`src/design/bpt_pkg.sv`:
```
package bpt_pkg;

   localparam int MaxCodeBits = 16;
   localparam int ChunkLen    = 64;
   localparam int GroupChunks = 8;
   localparam int GroupShift  = $clog2(GroupChunks);
   localparam int Layout1Bits = 8;

   localparam int CodeW    = 16;
   localparam int PlaneW   = ChunkLen;
   localparam int ElemW    = $clog2(ChunkLen);
   localparam int ChunkW   = 16;
   localparam int VecW     = 17;
   localparam int BitsW    = 5;
   localparam int IdxW     = 20;
   localparam int StepW    = $clog2(GroupChunks) + 1;
   localparam int CsrIdxW  = 2;
   localparam int CsrDataW = 17;

   localparam logic [ElemW-1:0] LastElem  = ElemW'(ChunkLen - 1);
   localparam logic [BitsW-1:0] BitsReset = BitsW'(4);
   localparam logic [VecW-1:0]  VecReset  = VecW'(1);
   localparam logic [VecW-1:0]  VecMax    = VecW'(65536);

   localparam logic [CsrIdxW-1:0] CsrBitsPerCode     = CsrIdxW'(0);
   localparam logic [CsrIdxW-1:0] CsrLayoutMode      = CsrIdxW'(1);
   localparam logic [CsrIdxW-1:0] CsrChunksPerVector = CsrIdxW'(2);

   // Control that every cell of the chain sees.
   typedef struct packed {
      logic shift;    // a code beat was accepted
      logic load;     // chunk complete: capture planes
      logic advance;  // output beat taken: move planes toward cell 0
   } chain_ctrl_type;

   // Configuration in force, already saturated.
   typedef struct packed {
      logic [BitsW-1:0] nbits;
      logic             layout1;
      logic [VecW-1:0]  nchunks;
   } bpt_cfg_type;

endpackage

```
`src/design/bpt_cell.sv`:
```
module bpt_cell
   import bpt_pkg::*;
(
   input  logic                clock,
   input  logic                code_bit,
   input  logic                zero_plane,
   input  chain_ctrl_type      ctrl,
   input  logic [PlaneW-1:0]   neighbor_in,
   output logic [PlaneW-1:0]   hold_out
);

   logic [PlaneW-1:0] acc_ff, acc_in;
   logic [PlaneW-1:0] hold_ff, hold_in;

   // Newest element enters at bit 0, so element i ends up at bit 63-i.
   always_comb begin
      acc_in = acc_ff;
      if (ctrl.shift) begin
         acc_in = {acc_ff[PlaneW-2:0], code_bit};
      end
   end

   // Load the finished plane (zeroed if zero_plane), else take the neighbor's plane on each beat.
   always_comb begin
      hold_in = hold_ff;
      if (ctrl.load) begin
         hold_in = zero_plane ? '0 : {acc_ff[PlaneW-2:0], code_bit};
      end else if (ctrl.advance) begin
         hold_in = neighbor_in;
      end
   end

   always_ff @(posedge clock) begin
      acc_ff  <= acc_in;
      hold_ff <= hold_in;
   end

   assign hold_out = hold_ff;

endmodule

```
`src/design/bpt_emit.sv`:
```
module bpt_emit
   import bpt_pkg::*;
(
   input  logic               clock,
   input  logic               reset,
   input  logic               load,
   input  bpt_cfg_type        cfg,
   input  logic               rsp_ready,
   output logic               rsp_valid,
   output logic [IdxW-1:0]    word_index,
   output logic               last_plane,
   output logic               advance,
   output logic               bank_free
);

   logic [BitsW-1:0]  remain_ff, remain_in;
   logic [IdxW-1:0]   idx_ff, idx_in;
   logic [StepW-1:0]  step_ff, step_in;
   logic [ChunkW-1:0] chunk_ff, chunk_in;

   logic [ChunkW-1:0]     gstart;
   logic [GroupShift-1:0] in_group;
   logic [VecW-1:0]       diff;
   logic [StepW-1:0]      members;
   logic [ChunkW-1:0]     mul_a;
   logic [ChunkW+BitsW-1:0] product;
   logic [IdxW-1:0]       base;
   logic [VecW-1:0]       chunk_inc;

   always_comb begin
      gstart   = {chunk_ff[ChunkW-1:GroupShift], {GroupShift{1'b0}}};
      in_group = chunk_ff[GroupShift-1:0];
      diff     = cfg.nchunks - {1'b0, gstart};
      // Short last group of a vector; full group otherwise.
      if ((cfg.nchunks > {1'b0, gstart}) && (diff < VecW'(GroupChunks))) begin
         members = diff[StepW-1:0];
      end else begin
         members = StepW'(GroupChunks);
      end
      mul_a   = cfg.layout1 ? gstart : chunk_ff;
      product = (ChunkW+BitsW)'(mul_a) * (ChunkW+BitsW)'(cfg.nbits);
      base    = product[IdxW-1:0] + (cfg.layout1 ? IdxW'(in_group) : '0);
      chunk_inc = {1'b0, chunk_ff} + VecW'(1);
   end

   assign rsp_valid  = (remain_ff != '0);
   assign advance    = rsp_valid && rsp_ready;
   assign last_plane = (remain_ff == BitsW'(1));
   assign word_index = idx_ff;
   assign bank_free  = (remain_ff == '0) || (last_plane && rsp_ready);

   always_comb begin
      remain_in = remain_ff;
      idx_in    = idx_ff;
      step_in   = step_ff;
      chunk_in  = chunk_ff;
      if (load) begin
         remain_in = cfg.nbits;
         idx_in    = base;
         step_in   = cfg.layout1 ? members : StepW'(1);
         chunk_in  = (chunk_inc >= cfg.nchunks) ? '0 : chunk_inc[ChunkW-1:0];
      end else if (advance) begin
         remain_in = remain_ff - BitsW'(1);
         idx_in    = idx_ff + IdxW'(step_ff);
      end
   end

   always_ff @(posedge clock) begin
      if (reset) begin
         remain_ff <= '0;
         chunk_ff  <= '0;
      end else begin
         remain_ff <= remain_in;
         chunk_ff  <= chunk_in;
      end
      idx_ff  <= idx_in;
      step_ff <= step_in;
   end

`ifndef SYNTHESIS
   a_remain_bound: assert property (@(posedge clock) disable iff (reset)
      remain_ff <= BitsW'(MaxCodeBits))
      else $error("plane count exceeds code bits");

   a_index_step: assert property (@(posedge clock) disable iff (reset)
      (advance && !load && (remain_ff > BitsW'(1)))
      |=> (idx_ff == $past(idx_ff + IdxW'(step_ff))))
      else $error("word index did not advance by the step");

   a_load_count: assert property (@(posedge clock) disable iff (reset)
      load |=> (remain_ff == $past(cfg.nbits)))
      else $error("plane count not loaded from configuration");

   a_load_free: assert property (@(posedge clock) disable iff (reset)
      load |-> bank_free)
      else $error("chunk captured over undelivered planes");
`endif

endmodule

```
`src/design/bit_plane_transposer.sv`:
```
// Bit-plane transposer.
// req_ channel: one 16-bit code per beat. Every 64 codes form a chunk; code i
//   of a chunk lands at bit 63-i of each plane.
// rsp_ channel: after the 64th code of a chunk, one beat per code bit, low bit
//   first: the 64-bit plane, its destination word index and a last flag on the
//   final plane of the chunk. bits_per_code of 0 gives no beats.
// csr_ channel: index 0 bits_per_code, 1 layout_mode, 2 chunks_per_vector;
//   always ready, write only while the block is idle.
// Output pacing: the first plane is valid the cycle after the 64th code is taken;
//   the rest follow one per cycle while rsp_ready is high.
// Throughput: one code per cycle sustained. The drain of a chunk overlaps the
//   next fill, set by one plane hold register per cell. The 64th code of a
//   chunk waits only if the previous chunk's planes are still undelivered.
// Reset: element and chunk counters clear, no planes pending, registers take
//   4 bits, layout 0, one chunk per vector.
// Receiver stall: planes hold in the cell chain; codes keep flowing until the
//   next chunk completes.
module bit_plane_transposer
   import bpt_pkg::*;
(
   input  logic                clock,
   input  logic                reset,
   input  logic                req_valid,
   output logic                req_ready,
   input  logic [CodeW-1:0]    req_code_value,
   output logic                rsp_valid,
   input  logic                rsp_ready,
   output logic [PlaneW-1:0]   rsp_plane_word,
   output logic [IdxW-1:0]     rsp_word_index,
   output logic                rsp_last_plane,
   input  logic                csr_valid,
   output logic                csr_ready,
   input  logic [CsrIdxW-1:0]  csr_index,
   input  logic [CsrDataW-1:0] csr_wdata
);

   logic [BitsW-1:0] bits_ff, bits_in;
   logic             layout_ff, layout_in;
   logic [VecW-1:0]  chunks_ff, chunks_in;
   logic [ElemW-1:0] elem_ff, elem_in;

   bpt_cfg_type    cfg;
   chain_ctrl_type ctrl;
   logic           req_accept;
   logic           load;
   logic           advance;
   logic           bank_free;
   logic [PlaneW-1:0] hold_bus [MaxCodeBits];

   // Configuration writes; codes beyond the register list are dropped.
   assign csr_ready = 1'b1;

   always_comb begin
      bits_in   = bits_ff;
      layout_in = layout_ff;
      chunks_in = chunks_ff;
      if (csr_valid && csr_ready) begin
         unique case (csr_index)
            CsrBitsPerCode:     bits_in   = csr_wdata[BitsW-1:0];
            CsrLayoutMode:      layout_in = csr_wdata[0];
            CsrChunksPerVector: chunks_in = csr_wdata[VecW-1:0];
            default: ;
         endcase
      end
   end

   // Saturate the raw register values.
   always_comb begin
      cfg.nbits   = (bits_ff > BitsW'(MaxCodeBits)) ? BitsW'(MaxCodeBits) : bits_ff;
      cfg.layout1 = layout_ff;
      if (chunks_ff == '0) begin
         cfg.nchunks = VecW'(1);
      end else if (chunks_ff > VecMax) begin
         cfg.nchunks = VecMax;
      end else begin
         cfg.nchunks = chunks_ff;
      end
   end

   // Stall only the chunk-closing beat, and only while planes are pending.
   assign req_ready  = (elem_ff != LastElem) || bank_free;
   assign req_accept = req_valid && req_ready;
   assign load       = req_accept && (elem_ff == LastElem);
   assign elem_in    = req_accept ? elem_ff + ElemW'(1) : elem_ff;

   always_comb begin
      ctrl.shift   = req_accept;
      ctrl.load    = load;
      ctrl.advance = advance;
   end

   always_ff @(posedge clock) begin
      if (reset) begin
         bits_ff   <= BitsReset;
         layout_ff <= 1'b0;
         chunks_ff <= VecReset;
         elem_ff   <= '0;
      end else begin
         bits_ff   <= bits_in;
         layout_ff <= layout_in;
         chunks_ff <= chunks_in;
         elem_ff   <= elem_in;
      end
   end

   // One cell per code bit; planes move toward cell 0, which drives the output.
   for (genvar b = 0; b < MaxCodeBits; b++) begin : g_cell
      logic [PlaneW-1:0] neighbor;
      if (b == MaxCodeBits - 1) begin : g_end
         assign neighbor = '0;
      end else begin : g_mid
         assign neighbor = hold_bus[b+1];
      end
      bpt_cell u_cell (
         .clock       (clock),
         .code_bit    (req_code_value[b]),
         .zero_plane  (layout_ff && (b >= Layout1Bits)),
         .ctrl        (ctrl),
         .neighbor_in (neighbor),
         .hold_out    (hold_bus[b])
      );
   end

   bpt_emit u_emit (
      .clock      (clock),
      .reset      (reset),
      .load       (load),
      .cfg        (cfg),
      .rsp_ready  (rsp_ready),
      .rsp_valid  (rsp_valid),
      .word_index (rsp_word_index),
      .last_plane (rsp_last_plane),
      .advance    (advance),
      .bank_free  (bank_free)
   );

   assign rsp_plane_word = hold_bus[0];

endmodule
```
`config.mk`:
```
export PLATFORM = sky130hd
export DESIGN_NAME = bit_plane_transposer
export DESIGN_NICKNAME = d
export VERILOG_FILES = /design/src/design/bpt_pkg.sv /design/src/design/bpt_cell.sv /design/src/design/bpt_emit.sv /design/src/design/bit_plane_transposer.sv
export SDC_FILE = /design/constraint.sdc
export NUM_CORES = 2
export LEC_CHECK = 0
export BUFFER_PORTS_ARGS = -buffer_cell sky130_fd_sc_hd__clkbuf_2
export CAP_MARGIN = 10
export CORE_MARGIN = 8
export CORE_UTILIZATION = 28
export DETAILED_ROUTE_END_ITERATION = 10
export MAX_ROUTING_LAYER = met4
export PLACE_DENSITY = 0.47
export SETUP_SLACK_MARGIN = 0.1
export SKIP_LAST_GASP = 1
export SYNTH_ARGS = -nofsm -noshare
export SYNTH_HDL_FRONTEND = slang
export SYNTH_SLANG_ARGS = --single-unit
```
`constraint.sdc`:
```
create_clock -name clock -period 56.7 [get_ports clock]
set_clock_uncertainty 0.2 [all_clocks]
set_input_delay 11.34 -clock clock [delete_from_list [all_inputs] [get_ports clock]]
set_output_delay 11.34 -clock clock [all_outputs]
set_load 0.01 [all_outputs]
```
==> flow_summary_export.csv <==
group,metric,value,unit
run_status,outcome,"completed",
finish,syn_to_final_growth,14.2,%
cts,cts_resized,0,
critical_path,critPathMaxFanout,4,
timing,timing.fmax,42.3,MHz
cts,cts_root_buf,"clkbuf_16",
min_path,min_to,"g_cell[7].u_cell.acc_ff[13]$_DFFE_PP_",
cts,numCtsBuffers,215,
placement,place.gp.congestion,0.720,
run,cap_violations,0,
finish,fill_cells,29043,
route,routedWlPerCell,14.7,um
power_and_ir_drop,power_density,43.4,mW/mm^2
cts,cts_sinks,2106,
route,drt_pre_antenna_iters,5,
synthesis,syn-cell-area,0.0826,mm^2
cts,cts_setup_buffers,0,
timing,setup_viol,0,
route,vias,42779,
floorplanning,row_count,199,
power_and_ir_drop,irDropWorstVdd,33.6,uV
finish,final_common_cell,"nand2_1",
cts,clkSlewWorstSetupHoldPaths,60,ps
power_and_ir_drop,power.total,4.10,mW
critical_path,regToRegSetupSlack,49860,ps
cts,clk_latency,840,ps
synthesis,synth_seq_area_share,75.9,%
placement,post-place-ws,33040,ps
floorplanning,die_area,0.313,mm^2
timing,slew_headroom,3.97,%
critical_path,required,45160,ps
min_path,min_from,"g_cell[7].u_cell.acc_ff[12]$_DFFE_PP_",
route,avgViaCountPerCell,4.12,
route,dr.first_iter.drc_count,2750,
synthesis,ys_seq_elements,2106,
synthesis,synth_top_area_share,74.7,%
synthesis,syn_nets,6360,
critical_path,r2r.worst_path.cells,9,
timing,period_share,41.7,%
finish,layout_common_cells,"2532 x nand2_1, 2056 x edfxtp_1, 453 x nand3b_1",
cts,htree_levels,4,
synthesis,synth_area_leader_cell,"edfxtp_1",
critical_path,critical_path.startpoint_type,"primary input",
min_path,holdPathStages,0,
cts,holdBufCountCts,0,
global_route,grt_max_degree,262,
timing,fin_crit,23650,ps
critical_path,path_class,"primary input to output port",
finish,final_cell_area,0.0944,mm^2
power_and_ir_drop,leakage,35.3,nW
floorplanning,start_util,28.1,%
finish,nNetsFinal,6454,
route,routed_wl,152,mm
synthesis,synth.area.top_cells,"edfxtp_1 75%, nand2_1 12%, nand3b_1 4.1%",
placement,place_area,0.0875,mm^2
placement,dpl.hpwl,80.9,mm
finish,final_util,32.1,%
synthesis,synth.avg_cell_area,13.3,um^2
global_route,grt_antenna_before_repair,7,
finish,drive_gt1_share,7.48,%
floorplanning,die_h,559,um
route,drc_errors,0,
floorplanning,die_w,559,um
cts,cts_tree,"yes",
synthesis,synth-edff-count,2056,
timing,setup_tns,0,ps
synthesis,syn-instance-count,6195,
global_route,gr-total-overflow,0,
placement,io_buffers,126,
timing,timing_hold_violations_final,0,
timing,drv_slew,0,
synthesis,ys.flop_type,"edfxtp_1",
synthesis,ys_async_sr_fraction,0,%
timing,tightestPinTransition,1440,ps
critical_path,r2r-start,"u_emit.remain_ff[2]$_SDFFE_PP0P_",
timing,fin_ws,33050,ps
timing,rsz0062_at_grt,"false",
synthesis,ys_warn_count,0,
critical_path,critPathCaptureType,"output port",
route,drtAntennaViolNets,0,
min_path,hold_class,"flip-flop to flip-flop",
critical_path,r2r_end,"g_cell[1].u_cell.acc_ff[26]$_DFFE_PP_",
floorplanning,core_area,0.294,mm^2
global_route,grt_pass1_wl,254,mm
floorplanning,io_pins,128,
cts,clockBufferDepth,3,
global_route,grtUsageTotal,9.81,%
synthesis,synth_cell_types,66,
global_route,grt_pass1_vias,45811,
critical_path,critPathArrivalTime,12110,ps
worst max-delay path: stages:
cell,delay [ps]
clkbuf_2,100
a21oi_1,70
nor2b_1,290
nand2b_1,180
clkbuf_2,140
state kept, by name, indices dropped and copies added, names as in the netlist:
name and cells:
chunks_ff 17, u_emit.step_ff 4, u_emit.chunk_ff 16, bits_ff 5, layout_ff 1, g_cell.u_cell.acc_ff 1008
elem_ff 6, g_cell.u_cell.hold_out 1024, u_emit.word_index 20, u_emit.remain_ff 5
where the power goes:
group          switching, mW  leakage [nW]  internal [mW]  total [mW]
clock network          0.605          3.34          0.778        1.38
registers             0.0984          20.0           2.19        2.29
logic                  0.314          12.0          0.114       0.428
total                   1.02          35.3           3.08        4.10
kinds of logic (layout without fill, tap and decap cells):
group                    after synthesis  after routing  synth area share [%]
multiplexers                          11             11                 0.133
XOR/XNOR                              57             57                 0.604
AO/OA/AOI/OAI                        169            169                  1.33
buffers and inverters                418            691                  2.03
adder cells (fa/ha/maj)              125            125                  2.31
flip-flops                          2106           2106                  75.9
AND/OR/NAND/NOR                     3308           3308                  17.7
other                                  1              3               0.00454
how the worst max path moves through the flow:
stage / from / to / slack [ps] / cells past startpoint
floorplan: rsp_ready / elem_ff[4]$_SDFFE_PP0P_ / 14540 / 8
global placement: rsp_ready / req_ready / 32980 / 5
detailed placement: rsp_ready / req_ready / 33040 / 5
CTS: rsp_ready / req_ready / 33040 / 5
global route: rsp_ready / req_ready / 32980 / 5
finish: rsp_ready / req_ready / 33050 / 5
synthesized netlist by cell type (all sizes together) (4+ instances only):
master	n
nand2	2533
edfxtp	2056
nand3b	453
clkbuf	212
nor2	117
inv	115
and2	88
buf	84
ha	79
a21oi	60
dfxtp	50
fa	46
xnor2	38
o21ai	36
nand3	19
xor2	19
nand4	17
nor3	16
nand2b	15
nor4	13
mux2i	11
nor2b	11
and3	10
o31ai	10
a211oi	9
a21o	9
clkinv	7
a22oi	6
a2111oi	4
nor4b	4
o2111ai	4
o21a	4
or3	4
final cells by class:
class / count / area (um^2) / area share, %
Tap cell: 3919 / 4900 / 5.20
Antenna cell: 2 / 5.00 / 0.00530
Clock inverter: 130 / 1280 / 1.36
Clock buffer: 266 / 5630 / 5.97
Timing Repair Buffer: 173 / 1100 / 1.16
Inverter: 122 / 465 / 0.493
Multi-Input combinational cell: 3671 / 18300 / 19.3
Sequential cell: 2106 / 62700 / 66.5
metal layers:
layer	up-vias	part of all wire [%]	routed length, um	global-route usage, %
met2	511	45	68700	15.4
met3	249	3.5	5340	1.89
met1	20401	49	74900	13.1
met4	0	2.1	3270	2.52
met5	-	0	0	-
li1	21618	-	-	-
per-stage QoR:
| step | cells | hold slack, ps |
|---|---|---|
| 6_report | 10389 | 220 |
| 5_1_grt | 10389 | 228 |
| 4_1_cts | 10387 | 214 |
| 3_5_place_dp | 9991 | 227 |
| 3_3_place_gp | 9991 | 221 |
| 2_1_floorplan | 6195 | 217 |
No activity file was read; power rests on OpenSTA's default activity.
